File: src/rtl/oil_paint_mode_filter_top_defines.svh
// Assertion macros for the oil paint mode filter RTL.
`ifndef OIL_PAINT_MODE_FILTER_TOP_DEFINES_SVH
`define OIL_PAINT_MODE_FILTER_TOP_DEFINES_SVH
`ifndef SYNTHESIS
`define OPMF_ASSERT(lbl, prop) \
  lbl: assert property (@(posedge clk_i) disable iff (!rst_ni) prop) \
    else $error("opmf assertion failed");
`define OPMF_NEVER(lbl, cond) \
  `OPMF_ASSERT(lbl, !(cond))
`else
`define OPMF_ASSERT(lbl, prop)
`define OPMF_NEVER(lbl, cond)
`endif
`endif

File: src/rtl/opmf_pkg.sv
// Constants, types and the mod15 helper of the oil paint mode filter.
`default_nettype none
package opmf_pkg;

  localparam int unsigned MaxColumns = 1024;
  localparam int unsigned MaxWindow  = 15;
  localparam int unsigned BinCount   = 256;
  localparam int unsigned ColW       = 10;
  localparam int unsigned RowW       = 16;
  localparam int unsigned SlotW      = 4;
  localparam int unsigned AddrW      = SlotW + ColW;
  localparam int unsigned StoreDepth = MaxWindow * MaxColumns;
  localparam int unsigned PixW       = 40;
  localparam int unsigned CfgIdxW    = 2;
  localparam int unsigned CfgDataW   = 16;

  localparam logic [CfgIdxW-1:0] CfgColumns = 2'd0;
  localparam logic [CfgIdxW-1:0] CfgRows    = 2'd1;
  localparam logic [CfgIdxW-1:0] CfgWindow  = 2'd2;

  localparam logic [10:0] ColsReset = 11'd640;
  localparam logic [15:0] RowsReset = 16'd480;
  localparam logic [3:0]  WinReset  = 4'd3;

  typedef struct packed {
    logic accept;
    logic setup;
    logic issue;
    logic emit;
  } ctrl_cmd_t;

  typedef struct packed {
    logic result_ready;
    logic scan_last;
    logic pipe_busy;
    logic out_free;
    logic out_valid;
  } dp_sts_t;

  // x mod 15: 16 = 1 (mod 15), so sum the nibbles and fold once
  function automatic logic [SlotW-1:0] mod15(input logic [15:0] x);
    logic [5:0] s;
    logic [4:0] f;
    s = {2'b0, x[3:0]} + {2'b0, x[7:4]} + {2'b0, x[11:8]} + {2'b0, x[15:12]};
    f = {3'b0, s[5:4]} + {1'b0, s[3:0]};
    return (f >= 5'd15) ? 4'(f - 5'd15) : f[3:0];
  endfunction

endpackage
`default_nettype wire

File: src/rtl/opmf_ctrl.sv
// Sequencer of the oil paint mode filter: input transfer, window scan, result.
`default_nettype none
`include "oil_paint_mode_filter_top_defines.svh"
module opmf_ctrl (
  input  wire logic                 clk_i,
  input  wire logic                 rst_ni,
  input  wire logic                 in_valid_i,
  output logic                      in_stall_o,
  input  wire opmf_pkg::dp_sts_t    sts_i,
  output opmf_pkg::ctrl_cmd_t       cmd_o
);

  typedef enum logic [5:0] {
    StIdle  = 6'b000001,
    StCheck = 6'b000010,
    StSetup = 6'b000100,
    StScan  = 6'b001000,
    StFlush = 6'b010000,
    StEmit  = 6'b100000
  } state_e;

  state_e state_q, state_d;

  always_comb begin
    state_d      = state_q;
    cmd_o        = '0;
    in_stall_o   = 1'b1;
    case (state_q)
      StIdle: begin
        in_stall_o   = 1'b0;
        cmd_o.accept = in_valid_i;
        if (in_valid_i) state_d = StCheck;
      end
      StCheck: begin
        state_d = sts_i.result_ready ? StSetup : StIdle;
      end
      StSetup: begin
        cmd_o.setup = 1'b1;
        state_d     = StScan;
      end
      StScan: begin
        cmd_o.issue = 1'b1;
        if (sts_i.scan_last) state_d = StFlush;
      end
      StFlush: begin
        // wait for the last window entry to leave the histogram stages
        if (!sts_i.pipe_busy) state_d = StEmit;
      end
      StEmit: begin
        if (sts_i.out_free) begin
          cmd_o.emit = 1'b1;
          state_d    = StIdle;
        end
      end
      default: state_d = StIdle;
    endcase
  end

  always_ff @(posedge clk_i or negedge rst_ni) begin
    if (!rst_ni) begin
      state_q <= StIdle;
    end else begin
      state_q <= state_d;
    end
  end

  `OPMF_ASSERT(a_emit_loads_out, cmd_o.emit |=> sts_i.out_valid)
  `OPMF_ASSERT(a_idle_pipe_empty, (state_q == StIdle) |-> !sts_i.pipe_busy)
  `OPMF_ASSERT(a_setup_after_ready, (state_q == StSetup) |-> $past(sts_i.result_ready))

endmodule
`default_nettype wire

File: config.mk
export PLATFORM = sky130hd
export DESIGN_NAME = opmf_ctrl
export DESIGN_NICKNAME = d
export VERILOG_FILES = /design/src/rtl/opmf_pkg.sv /design/src/rtl/opmf_ctrl.sv
export VERILOG_INCLUDE_DIRS = /design/src /design/src/rtl
export SDC_FILE = /design/constraint.sdc
export NUM_CORES = 1
export LEC_CHECK = 0
export CORE_AREA = 4 4 41 43
export DETAILED_ROUTE_END_ITERATION = 10
export DIE_AREA = 0 0 45 47
export DONT_BUFFER_PORTS = 1
export PLACE_DENSITY = 0.45
export SETUP_SLACK_MARGIN = 0.2
export SLEW_MARGIN = 40
export SYNTH_ARGS = -nofsm -noshare
export SYNTH_HDL_FRONTEND = slang
export SYNTH_SLANG_ARGS = --single-unit
File: constraint.sdc
create_clock -name clk_i -period 1.8 [get_ports clk_i]
set_clock_uncertainty 0.05 [all_clocks]
set_input_delay 0.18 -clock clk_i [delete_from_list [all_inputs] [get_ports clk_i]]
set_output_delay 0.18 -clock clk_i [all_outputs]
set_load 0.005 [all_outputs]
==> results.md, run 1 <==
- Dpl hpwl: 670 microns
- Initial antenna violation count: 0
- Mapped Area: 359 sq um
- Top Registers: state_q (6)
- I/O pin count: 13
- Seq/Total Area, Yosys: 0.422
- Share of layout cells above drive strength 1: 0.451
- Max_cap viols: 0
- Max reg flops: 6
- Synth warnings: 0
- Power Density: 1100 mW/mm^2
- Post-synth top area share: 0.348
- Slew @ Worst Pin: 0.360 ns
- Worst Path Arrival: 1.52 ns
- Clk slew on worst S/H paths: 0.04 ns
- Slowest CP cell: or4_4
- First-pass DRT Iterations: 2
- CP Capture Type: primary output
- Ys flop type: dfrtp_1
- Crit path largest cell delay: 0.54 ns
- Synthesized Nets: 48
- Final net count: 60
- Hold Crit Class: in2reg
- Worst hold margin: 0.0193 ns
- Yosys top cell by area: dfrtp_1
- I/O Buffers: 0
- Outcome: finished clean
- Via density: 4.88
- Post-synth EDFFs: 0
- GRT overflow: 0
- Filler cells: 134
- Worst Slack Setup Final: 0.0511 ns
- DR WL/cell: 13.0 microns
- Count of final max-slew check failures: 0
- Critical Setup Path Class: reg2out
- Clock root buffer: clkbuf_4
- Fin crit share: 0.972
- Total Die Area: 0.00212 sq mm
- Post-synth top cells: 8 x nor2_1, 5 x dfrtp_1, 3 x nand2b_1, 3 x nor3_1
- Starting Density: 0.276
- Ranking of synthesized cells by area: dfrtp_1 35%, nor2_1 8.4%, dfstp_2 7.3%, nand2b_1 5.2%, nor3_1 4.2%
- Final min period: 1.75 ns
- Number of DRC markers in iteration 0: 3
- Distinct cell type count after synthesis: 22
- Post-Syn Area per Cell: 8.98 sq um
- Die height: 47 microns
- Ys async rst share: 1.00
- Largest net degree at the start of global routing: 7
- Critical Path Start Type: register
- Peak VDD IR: 0.533 mV
- CTS tree: built
- Tot GR Track Use: 0.103
- Unrepaired setup endpoints after global routing: true
- Max clock buf depth: 2
- Vias in the first global route: 364
- N_diodes: 0
- Total power: 0.585 mW
- Leading cell type by number of instances after synthesis: nor2_1
- FP Rows: 13
- Skew-Pair Late Insertion Delay: 0.23 ns
- Post-Synthesis Cells: 40
- Finished Core Util: 0.409
- Syn-to-layout area delta: 48.1%
- CP Max Fanout: 4
- Antenna viol nets, final: 0
- Htree depth: 1
- Final Hold Vio Count: 0
- Final WL: 860 microns
- Sink Count: 6
- Largest reg by FF count: state_q
- Worst endpoint required time: 1.57 ns
- Pre-CTS setup slack: 0.191 ns
- Vias: 322
- Core area: 0.00130 sq mm
- Flops & latches, synth: 6
- DRC violations left: 0
- First-pass GRT wire length: 1.57 mm
- CP cell instances: or4_4 -> or2_4 -> nor2_4
- Die width: 45 microns
- P_leak: 0.214 nW
- Finish-stage setup viols: 0
- Max frequency: 0.572 GHz
- CTS Buf Count: 3
- Placer Congestion: 0.732
- Slew margin rel.: 0.754
[placed cells by master, fill, tap and decap left out, types with 2 or more instances in the layout]
master,instances
o21a_1,2
clkbuf_4,3
nand2b_1,3
buf_6,3
or4_4,3
buf_4,3
nor2_1,4
nor3_2,3
dfrtp_1,5
nor2_4,4
inv_1,2
[metal layers]
layer | routed length [microns] | GRT usage | vias up
met5 | 0 | 0 | -
met4 | 0 | 0.0526 | 0
met3 | 34 | 0.0268 | 0
met2 | 449 | 0.172 | 4
met1 | 376 | 0.121 | 152
li1 | - | - | 166
[final cells by class]
class,count,area [sq um],area share
clock buffers,4,26.3,0.0494
inverters,2,7.51,0.0141
multi-input cells,32,262,0.492
flip-flops and latches,6,151,0.285
well taps,15,18.8,0.0353
repair buffers,7,66.3,0.125
[worst paths after layout]
kind	from	end	slack, ns	cells past startpoint
worst max-delay path	state_q[5]	cmd_o[3]	0.05	3
worst min-delay path	sts_i[3]	state_q[4]	0.02	1
worst max register to register	state_q[2]	state_q[0]	0.16	5
worst min register to register	state_q[5]	state_q[2]	0.51	2
max in group asynchronous	rst_ni	state_q[0]	1.24	1
min in group asynchronous	rst_ni	state_q[5]	0.20	1
[cells by family (layout without fill, tap and decap cells)]
kind of cell	Yosys count	after routing	synth area share
buffers and inverters	2	13	0.0209
AOI/OAI and AO/OA	7	7	0.143
DFF	6	6	0.422
and+or+nand+nor	25	25	0.415
[per-stage QoR]
step	area, sq um	TNS [ns]	cells
floorplan	359	0	40
global placement	393	0	57
detailed placement	393	0	57
CTS	518	0	66
global route	532	-0.0237	66
finish	532	0	66
[timing repair]
action | in CTS | in global routing
setup endpoints to repair | 6 | 7
pin swaps | 6 | 1
gates resized for setup | 14 | 3
hold buffers | 1 | 0
setup buffers | 4 | 0
hold endpoints to repair | 6 | 0
cloned | 0 | 0
[critical path: cells and delay by family (launching register included)]
| kind | cells | cell delay [ns] |
|---|---|---|
| and+or+nand+nor | 3 | 0.91 |
| DFF | 1 | 0.38 |
[power by group]
part	total (mW)	internal [mW]	leakage, nW	switching (mW)
Clock	0.127	0.0837	0.0150	0.0435
Sequential	0.199	0.168	0.0792	0.0309
Combinational	0.259	0.120	0.120	0.139
Power figures use the tool's default switching activity.
==> run 2: changes to the inputs <==
--- a/config.mk
+++ b/config.mk
@@ -6,12 +6,12 @@
 export SDC_FILE = /design/constraint.sdc
 export NUM_CORES = 1
 export LEC_CHECK = 0
-export CORE_AREA = 4 4 41 43
+export CORE_AREA = 2 2 39 41
 export DETAILED_ROUTE_END_ITERATION = 10
-export DIE_AREA = 0 0 45 47
+export DIE_AREA = 0 0 41 43
 export DONT_BUFFER_PORTS = 1
 export PLACE_DENSITY = 0.45
-export SETUP_SLACK_MARGIN = 0.2
+export SETUP_SLACK_MARGIN = 0.02
 export SLEW_MARGIN = 40
 export SYNTH_ARGS = -nofsm -noshare
 export SYNTH_HDL_FRONTEND = slang
==> results.md, run 2 (synthesis results as in run 1) <==
- GRT overflow: 0 (unchanged)
- Via density: 5.00 (+2.5%)
- Sw Pwr: 0.181 mW (-15%)
- Slew @ Worst Pin: 0.360 ns (-0.000262 ns)
- Fin crit share: 0.981 (+0.00966)
- CTS Buf Count: 3 (unchanged)
- Reg2reg setup slack: 0.22 ns (+0.06 ns)
- Critical R2R Launch: state_q[1]
- Non-Filler Instances: 63 (-4.5%)
- Slew margin rel.: 0.754 (about the same)
- First-pass DRT Iterations: 4 (+2)
- Starting Density: 0.259 (-0.0165)
- Antenna viol nets, final: 0 (unchanged)
- Placer Congestion: 0.723 (-1.2%)
- Skew-Pair Late Insertion Delay: 0.24 ns (about the same)
- Vias: 315 (-2.2%)
- CP cell instances: or4_4 -> or2_4 -> nor2_4
- FF/Latch Area: 153 sq um (+0.83%)
- Number of DRC markers in iteration 0: 5 (+2)
- Finished Core Util: 0.325 (-0.0841)
- DR WL/cell: 12.2 microns (-6.2%)
- Worst Path Arrival: 1.54 ns (+0.02 ns)
- CTS tree: built
- I/O Buffers: 0 (unchanged)
- End of the critical path: cmd_o[3]
- Sink Count: 6 (unchanged)
- Initial antenna violation count: 0 (unchanged)
- CP Capture Type: primary output
- Vias in the first global route: 313 (-14%)
- Largest reg by FF count: state_q
- Critical Path Start Type: register
- Max clock buf depth: 2 (unchanged)
- DRC violations left: 0 (unchanged)
- Area of the multi-input gates: 218 sq um (-17%)
- P_leak: 0.186 nW (-13%)
- Clk slew on worst S/H paths: 0.04 ns (about the same)
- Power share of the clock group: 0.238 (+0.021)
- Crit path largest cell delay: 0.53 ns (about the same)
- Hold Crit Class: in2reg
- Htree depth: 1 (unchanged)
- Finish-stage setup viols: 0 (unchanged)
- Filler cells: 150 (+12%)
- Largest net degree at the start of global routing: 7 (unchanged)
- Total Die Area: 0.00176 sq mm (-17%)
- Peak VDD IR: 0.477 mV (-11%)
- Unrepaired setup endpoints after global routing: true
- Cell family with most CP delay: simple AND/OR/NAND/NOR gates
- Levels on crit path: 3 (unchanged)
- Share of layout cells above drive strength 1: 0.319 (-0.132)
- Syn-to-layout area delta: 25.1%
- Worst Slack Setup Final: 0.0337 ns (-0.0174 ns)
- Dpl hpwl: 621 microns (-7.2%)
- Total power: 0.541 mW (-7.6%)
- Worst hold margin: 0.0166 ns (-0.00267 ns)
- R2r worst-path depth: 4 (-1)
- Pint: 0.360 mW (-3.3%)
- Top Registers: state_q (6)
- Max reg flops: 6 (unchanged)
- First-pass GRT wire length: 1.27 mm (-19%)
- Critical Setup Path Class: reg2out
- Worst hold path depth: 1 (unchanged)
- Die height: 43 microns (-8.5%)
- N_diodes: 0 (unchanged)
- FP Rows: 14 (+1)
- Max_cap viols: 0 (unchanged)
- Die width: 41 microns (-8.9%)
- I/O pin count: 13 (unchanged)
- CP bufs+invs: 0 (unchanged)
- Setup crit start: state_q[5]
- Count of final max-slew check failures: 0 (unchanged)
- Final Hold Vio Count: 0 (unchanged)
- Pre-CTS setup slack: 0.153 ns (-0.0374 ns)
- Placed Instances: 57 (unchanged)
- Max frequency: 0.566 GHz (-0.98%)
- Logic gate share of total power: 0.399 (-0.044)
- Outcome: finished clean
- Sw Share: 0.335 (-0.0294)
- Final Cell Area: 449 sq um (-16%)
- R2R Path End: state_q[0]
- Final min period: 1.77 ns (+0.0174 ns)
- DP Area: 387 sq um (-1.6%)
- Final net count: 56 (-6.7%)
- Tot GR Track Use: 0.109 (+0.00589)
- Commonest non-fill, non-tap cells in the layout: 6 x nor2_1, 4 x dfrtp_1
- Slowest CP cell: or4_4
- Min-delay src: sts_i[3]
- Total negative slack: 0 ns (unchanged)
- Power Density: 1200 mW/mm^2 (+9.4%)
- Core area: 0.00138 sq mm (+6.3%)
- Sequential group share of total power: 0.363 (+0.023)
- Commonest non-fill, non-tap cell in the layout: nor2_1
- Final WL: 770 microns (-10%)
- Clock root buffer: clkbuf_4
- CP Max Fanout: 4 (unchanged)
- Worst endpoint required time: 1.57 ns (about the same)
[run 2: timing repair]
item                                    4_1_cts  5_1_grt
endpoints found under the hold margin         6        0
hold buffers                                  1        0
pin swaps                                     1        0
endpoints found under the setup margin        2        3
setup buffers                                 1        0
resized for setup                             4        2
[run 2: cell type report]
type | instances | share of cell area
Multi-Input combinational cell | 32 | 0.485
Sequential cell | 6 | 0.340
Inverter | 2 | 0.0167
Timing Repair Buffer | 3 | 0.0557
Clock buffer | 4 | 0.0585
Tap cell | 16 | 0.0446
[run 2: worst register-to-register path, stage by stage, from the launching register on]
cell and delay, ns:
dfrtp_1 0.40, or4_4 0.58, nor4b_2 0.29, nor3_1 0.08
o31a_1 0.11
[run 2: power by group through the flow]
stage,clock (mW),sequential [mW],combinational [mW]
finish,0.129,0.197,0.216
global route,0.139,0.201,0.234
CTS,0.136,0.195,0.200
detailed placement,0,0.197,0.184
global placement,0,0.197,0.181
floorplan,0,0.190,0.156
[run 2: metal layers]
layer | GRT usage | up-vias | part of all wire
li1 | - | 159 | -
met1 | 0.140 | 149 | 0.44
met2 | 0.156 | 5 | 0.50
met3 | 0.0157 | 2 | 0.034
met4 | 0.0800 | 0 | 0.022
met5 | 0 | - | 0
[run 2: how the worst min path moves through the flow]
stage	endpoint	slack [ns]
after floorplan	state_q[1]	-0.17
after global placement	state_q[3]	-0.17
after detailed placement	state_q[2]	-0.17
after CTS	state_q[4]	0.01
after global routing	state_q[4]	0.01
final	state_q[4]	0.02
==> run 3: changes to the inputs <==
--- a/config.mk
+++ b/config.mk
@@ -6,11 +6,12 @@
 export SDC_FILE = /design/constraint.sdc
 export NUM_CORES = 1
 export LEC_CHECK = 0
+export ABC_AREA = 1
 export CORE_AREA = 2 2 39 41
 export DETAILED_ROUTE_END_ITERATION = 10
 export DIE_AREA = 0 0 41 43
 export DONT_BUFFER_PORTS = 1
-export PLACE_DENSITY = 0.45
+export PLACE_DENSITY = 0.5
 export SETUP_SLACK_MARGIN = 0.02
 export SLEW_MARGIN = 40
 export SYNTH_ARGS = -nofsm -noshare
==> results.md, run 3 <==
- Outcome: finished clean
- Sink Count: 6 (unchanged)
- Finished Core Util: 0.339 (+0.0145)
- Total Die Area: 0.00176 sq mm (unchanged)
- Largest net degree at the start of global routing: 7 (unchanged)
- Clock root buffer: clkbuf_4
- Antenna viol nets, final: 0 (unchanged)
- CTS tree: built
- Distinct cell type count after synthesis: 13 (-41%)
- Worst Path Arrival: 1.30 ns (-0.24 ns)
- Worst Slack Setup Final: 0.267 ns (+0.233 ns)
- Ranking of synthesized cells by area: dfrtp_1 30%, nand2_1 13%, inv_1 12%, nor2_1 10%, nor2_4 8.2%
- Worst endpoint required time: 1.57 ns (about the same)
- Filler cells: 151 (+0.67%)
- Vias in the first global route: 307 (-1.9%)
- Critical Setup Path Class: reg2out
- Count of final max-slew check failures: 0 (unchanged)
- Top Registers: state_q (6)
- Unrepaired setup endpoints after global routing: false
- Initial antenna violation count: 0 (unchanged)
- Hold Path End: state_q[2]
- Min-delay src: sts_i[4]
- Total negative slack: 0 ns (unchanged)
- Final WL: 762 microns (-1.0%)
- CP Max Fanout: 3 (-1)
- Post-synth EDFFs: 0 (unchanged)
- Core area: 0.00138 sq mm (unchanged)
- Via density: 4.43 (-11%)
- Post-Syn Area per Cell: 6.77 sq um (-25%)
- Htree depth: 1 (unchanged)
- Commonest non-fill, non-tap cells in the layout: 14 x nand2_1, 13 x inv_1, 11 x nor2_1
- Reg2reg setup slack: 0.50 ns (+0.28 ns)
- Seq/Total Area, Yosys: 0.367 (-0.0549)
- Peak VDD IR: 0.480 mV (+0.62%)
- Leading cell type by number of instances after synthesis: nand2_1
- I/O Buffers: 0 (unchanged)
- N_diodes: 0 (unchanged)
- Pre-CTS setup slack: 0.517 ns (+0.364 ns)
- Final min period: 1.53 ns (-0.233 ns)
- Post-CTS setup buffer count: 0 (-1)
- Finish-stage setup viols: 0 (unchanged)
- Max clock buf depth: 2 (unchanged)
- Slew @ Worst Pin: 0.281 ns (-0.0788 ns)
- Die height: 43 microns (unchanged)
- Tot GR Track Use: 0.113 (+0.00484)
- Vias: 363 (+15%)
- Slew margin rel.: 0.812 (+0.0581)
- DRC violations left: 0 (unchanged)
- Fin crit share: 0.852 (-0.129)
- First-pass DRT Iterations: 2 (-2)
- I/O pin count: 13 (unchanged)
- Skew-Pair Late Insertion Delay: 0.25 ns (about the same)
- Post-Synthesis Cells: 61 (+53%)
- Worst hold margin: 0.0148 ns (-0.00176 ns)
- First-pass GRT wire length: 1.22 mm (-3.8%)
- Resized Gates After CTS: 0 (-4)
- Max reg flops: 6 (unchanged)
- Dpl hpwl: 624 microns (+0.50%)
- Final Hold Vio Count: 0 (unchanged)
- CP Capture Type: primary output
- Starting Density: 0.298 (+0.0389)
- Flops & latches, synth: 6 (unchanged)
- GRT overflow: 0 (unchanged)
- Number of DRC markers in iteration 0: 7 (+2)
- Hold Crit Class: in2reg
- Ys async rst share: 1.00 (unchanged)
- Power Density: 1240 mW/mm^2 (+3.4%)
- Ys flop type: dfrtp_1
- R2r worst-path depth: 7 (+3)
- Max_cap viols: 0 (unchanged)
- Placer Congestion: 0.733 (+1.4%)
- Yosys top cell by area: dfrtp_1
- Total power: 0.584 mW (+8.0%)
- Worst hold path depth: 2 (+1)
- R2R Path End: state_q[4]
- Synth warnings: 0 (unchanged)
- P_leak: 0.285 nW (+53%)
- Clk slew on worst S/H paths: 0.05 ns (about the same)
- Largest reg by FF count: state_q
- CTS Hold Buffers Added: 1 (unchanged)
- Share of layout cells above drive strength 1: 0.197 (-0.122)
- Final net count: 75 (+34%)
- Max frequency: 0.652 GHz (+15%)
- Die width: 41 microns (unchanged)
- Critical Path Start Type: register
- Post-synth top area share: 0.303 (-0.0454)
- Critical R2R Launch: state_q[0]
- Mapped Area: 413 sq um (+15%)
- DR WL/cell: 9.29 microns (-24%)
- Syn-to-layout area delta: 13.6%
- FP Rows: 14 (unchanged)
- Synthesized Nets: 69 (+44%)
- CTS Buf Count: 3 (unchanged)
- Post-synth top cells: 14 x nand2_1, 13 x inv_1, 11 x nor2_1
- Commonest non-fill, non-tap cell in the layout: nand2_1
-- run 3: worst max path at each step --
stage	to	startpoint	slack, ns	cells past startpoint
final	cmd_o[3]	state_q[0]	0.27	4
after detailed placement	state_q[4]	state_q[0]	0.52	7
after CTS	cmd_o[3]	state_q[0]	0.26	4
after floorplan	cmd_o[3]	state_q[0]	0.59	4
after global placement	state_q[5]	state_q[0]	0.51	7
after global routing	cmd_o[3]	state_q[0]	0.17	4
-- run 3: through the flow --
step	std cells	cell area, sq um
floorplan	61	413
global placement	77	433
detailed placement	77	433
CTS	82	469
global route	82	469
finish	82	469
-- run 3: kinds of logic (layout without fill, tap and decap cells) --
kind of cell / Yosys count / in the layout / synth area share
AND/OR/NAND/NOR: 39 / 39 / 0.482
AO/OA/AOI/OAI: 2 / 2 / 0.0242
buffers and inverters: 14 / 19 / 0.127
flip-flops: 6 / 6 / 0.367
-- run 3: cell type report --
class | count | area (sq um) | area share
multi-input cells | 41 | 209 | 0.445
clock buffers | 4 | 26.3 | 0.0560
repair buffers | 1 | 10.0 | 0.0213
flip-flops and latches | 6 | 151 | 0.323
well taps | 16 | 20.0 | 0.0427
inverters | 14 | 52.6 | 0.112
-- run 3: critical path: stages (launching register included) --
cell and delay, ns:
dfstp_2 0.56, inv_1 0.05, nor2_1 0.18, nand2_1 0.14, nor2_1 0.14
-- run 3: layer usage --
metal,vias to the layer above,global-route usage,share of wire
li1,191,-,-
met2,8,0.153,0.44
met4,0,0.120,0.012
met1,162,0.129,0.50
met5,-,0,0
met3,2,0.0314,0.041
-- run 3: where the power goes --
group	internal [mW]	total, mW	switching, mW
registers	0.172	0.202	0.0309
clock network	0.0842	0.137	0.0524
logic	0.0841	0.245	0.161
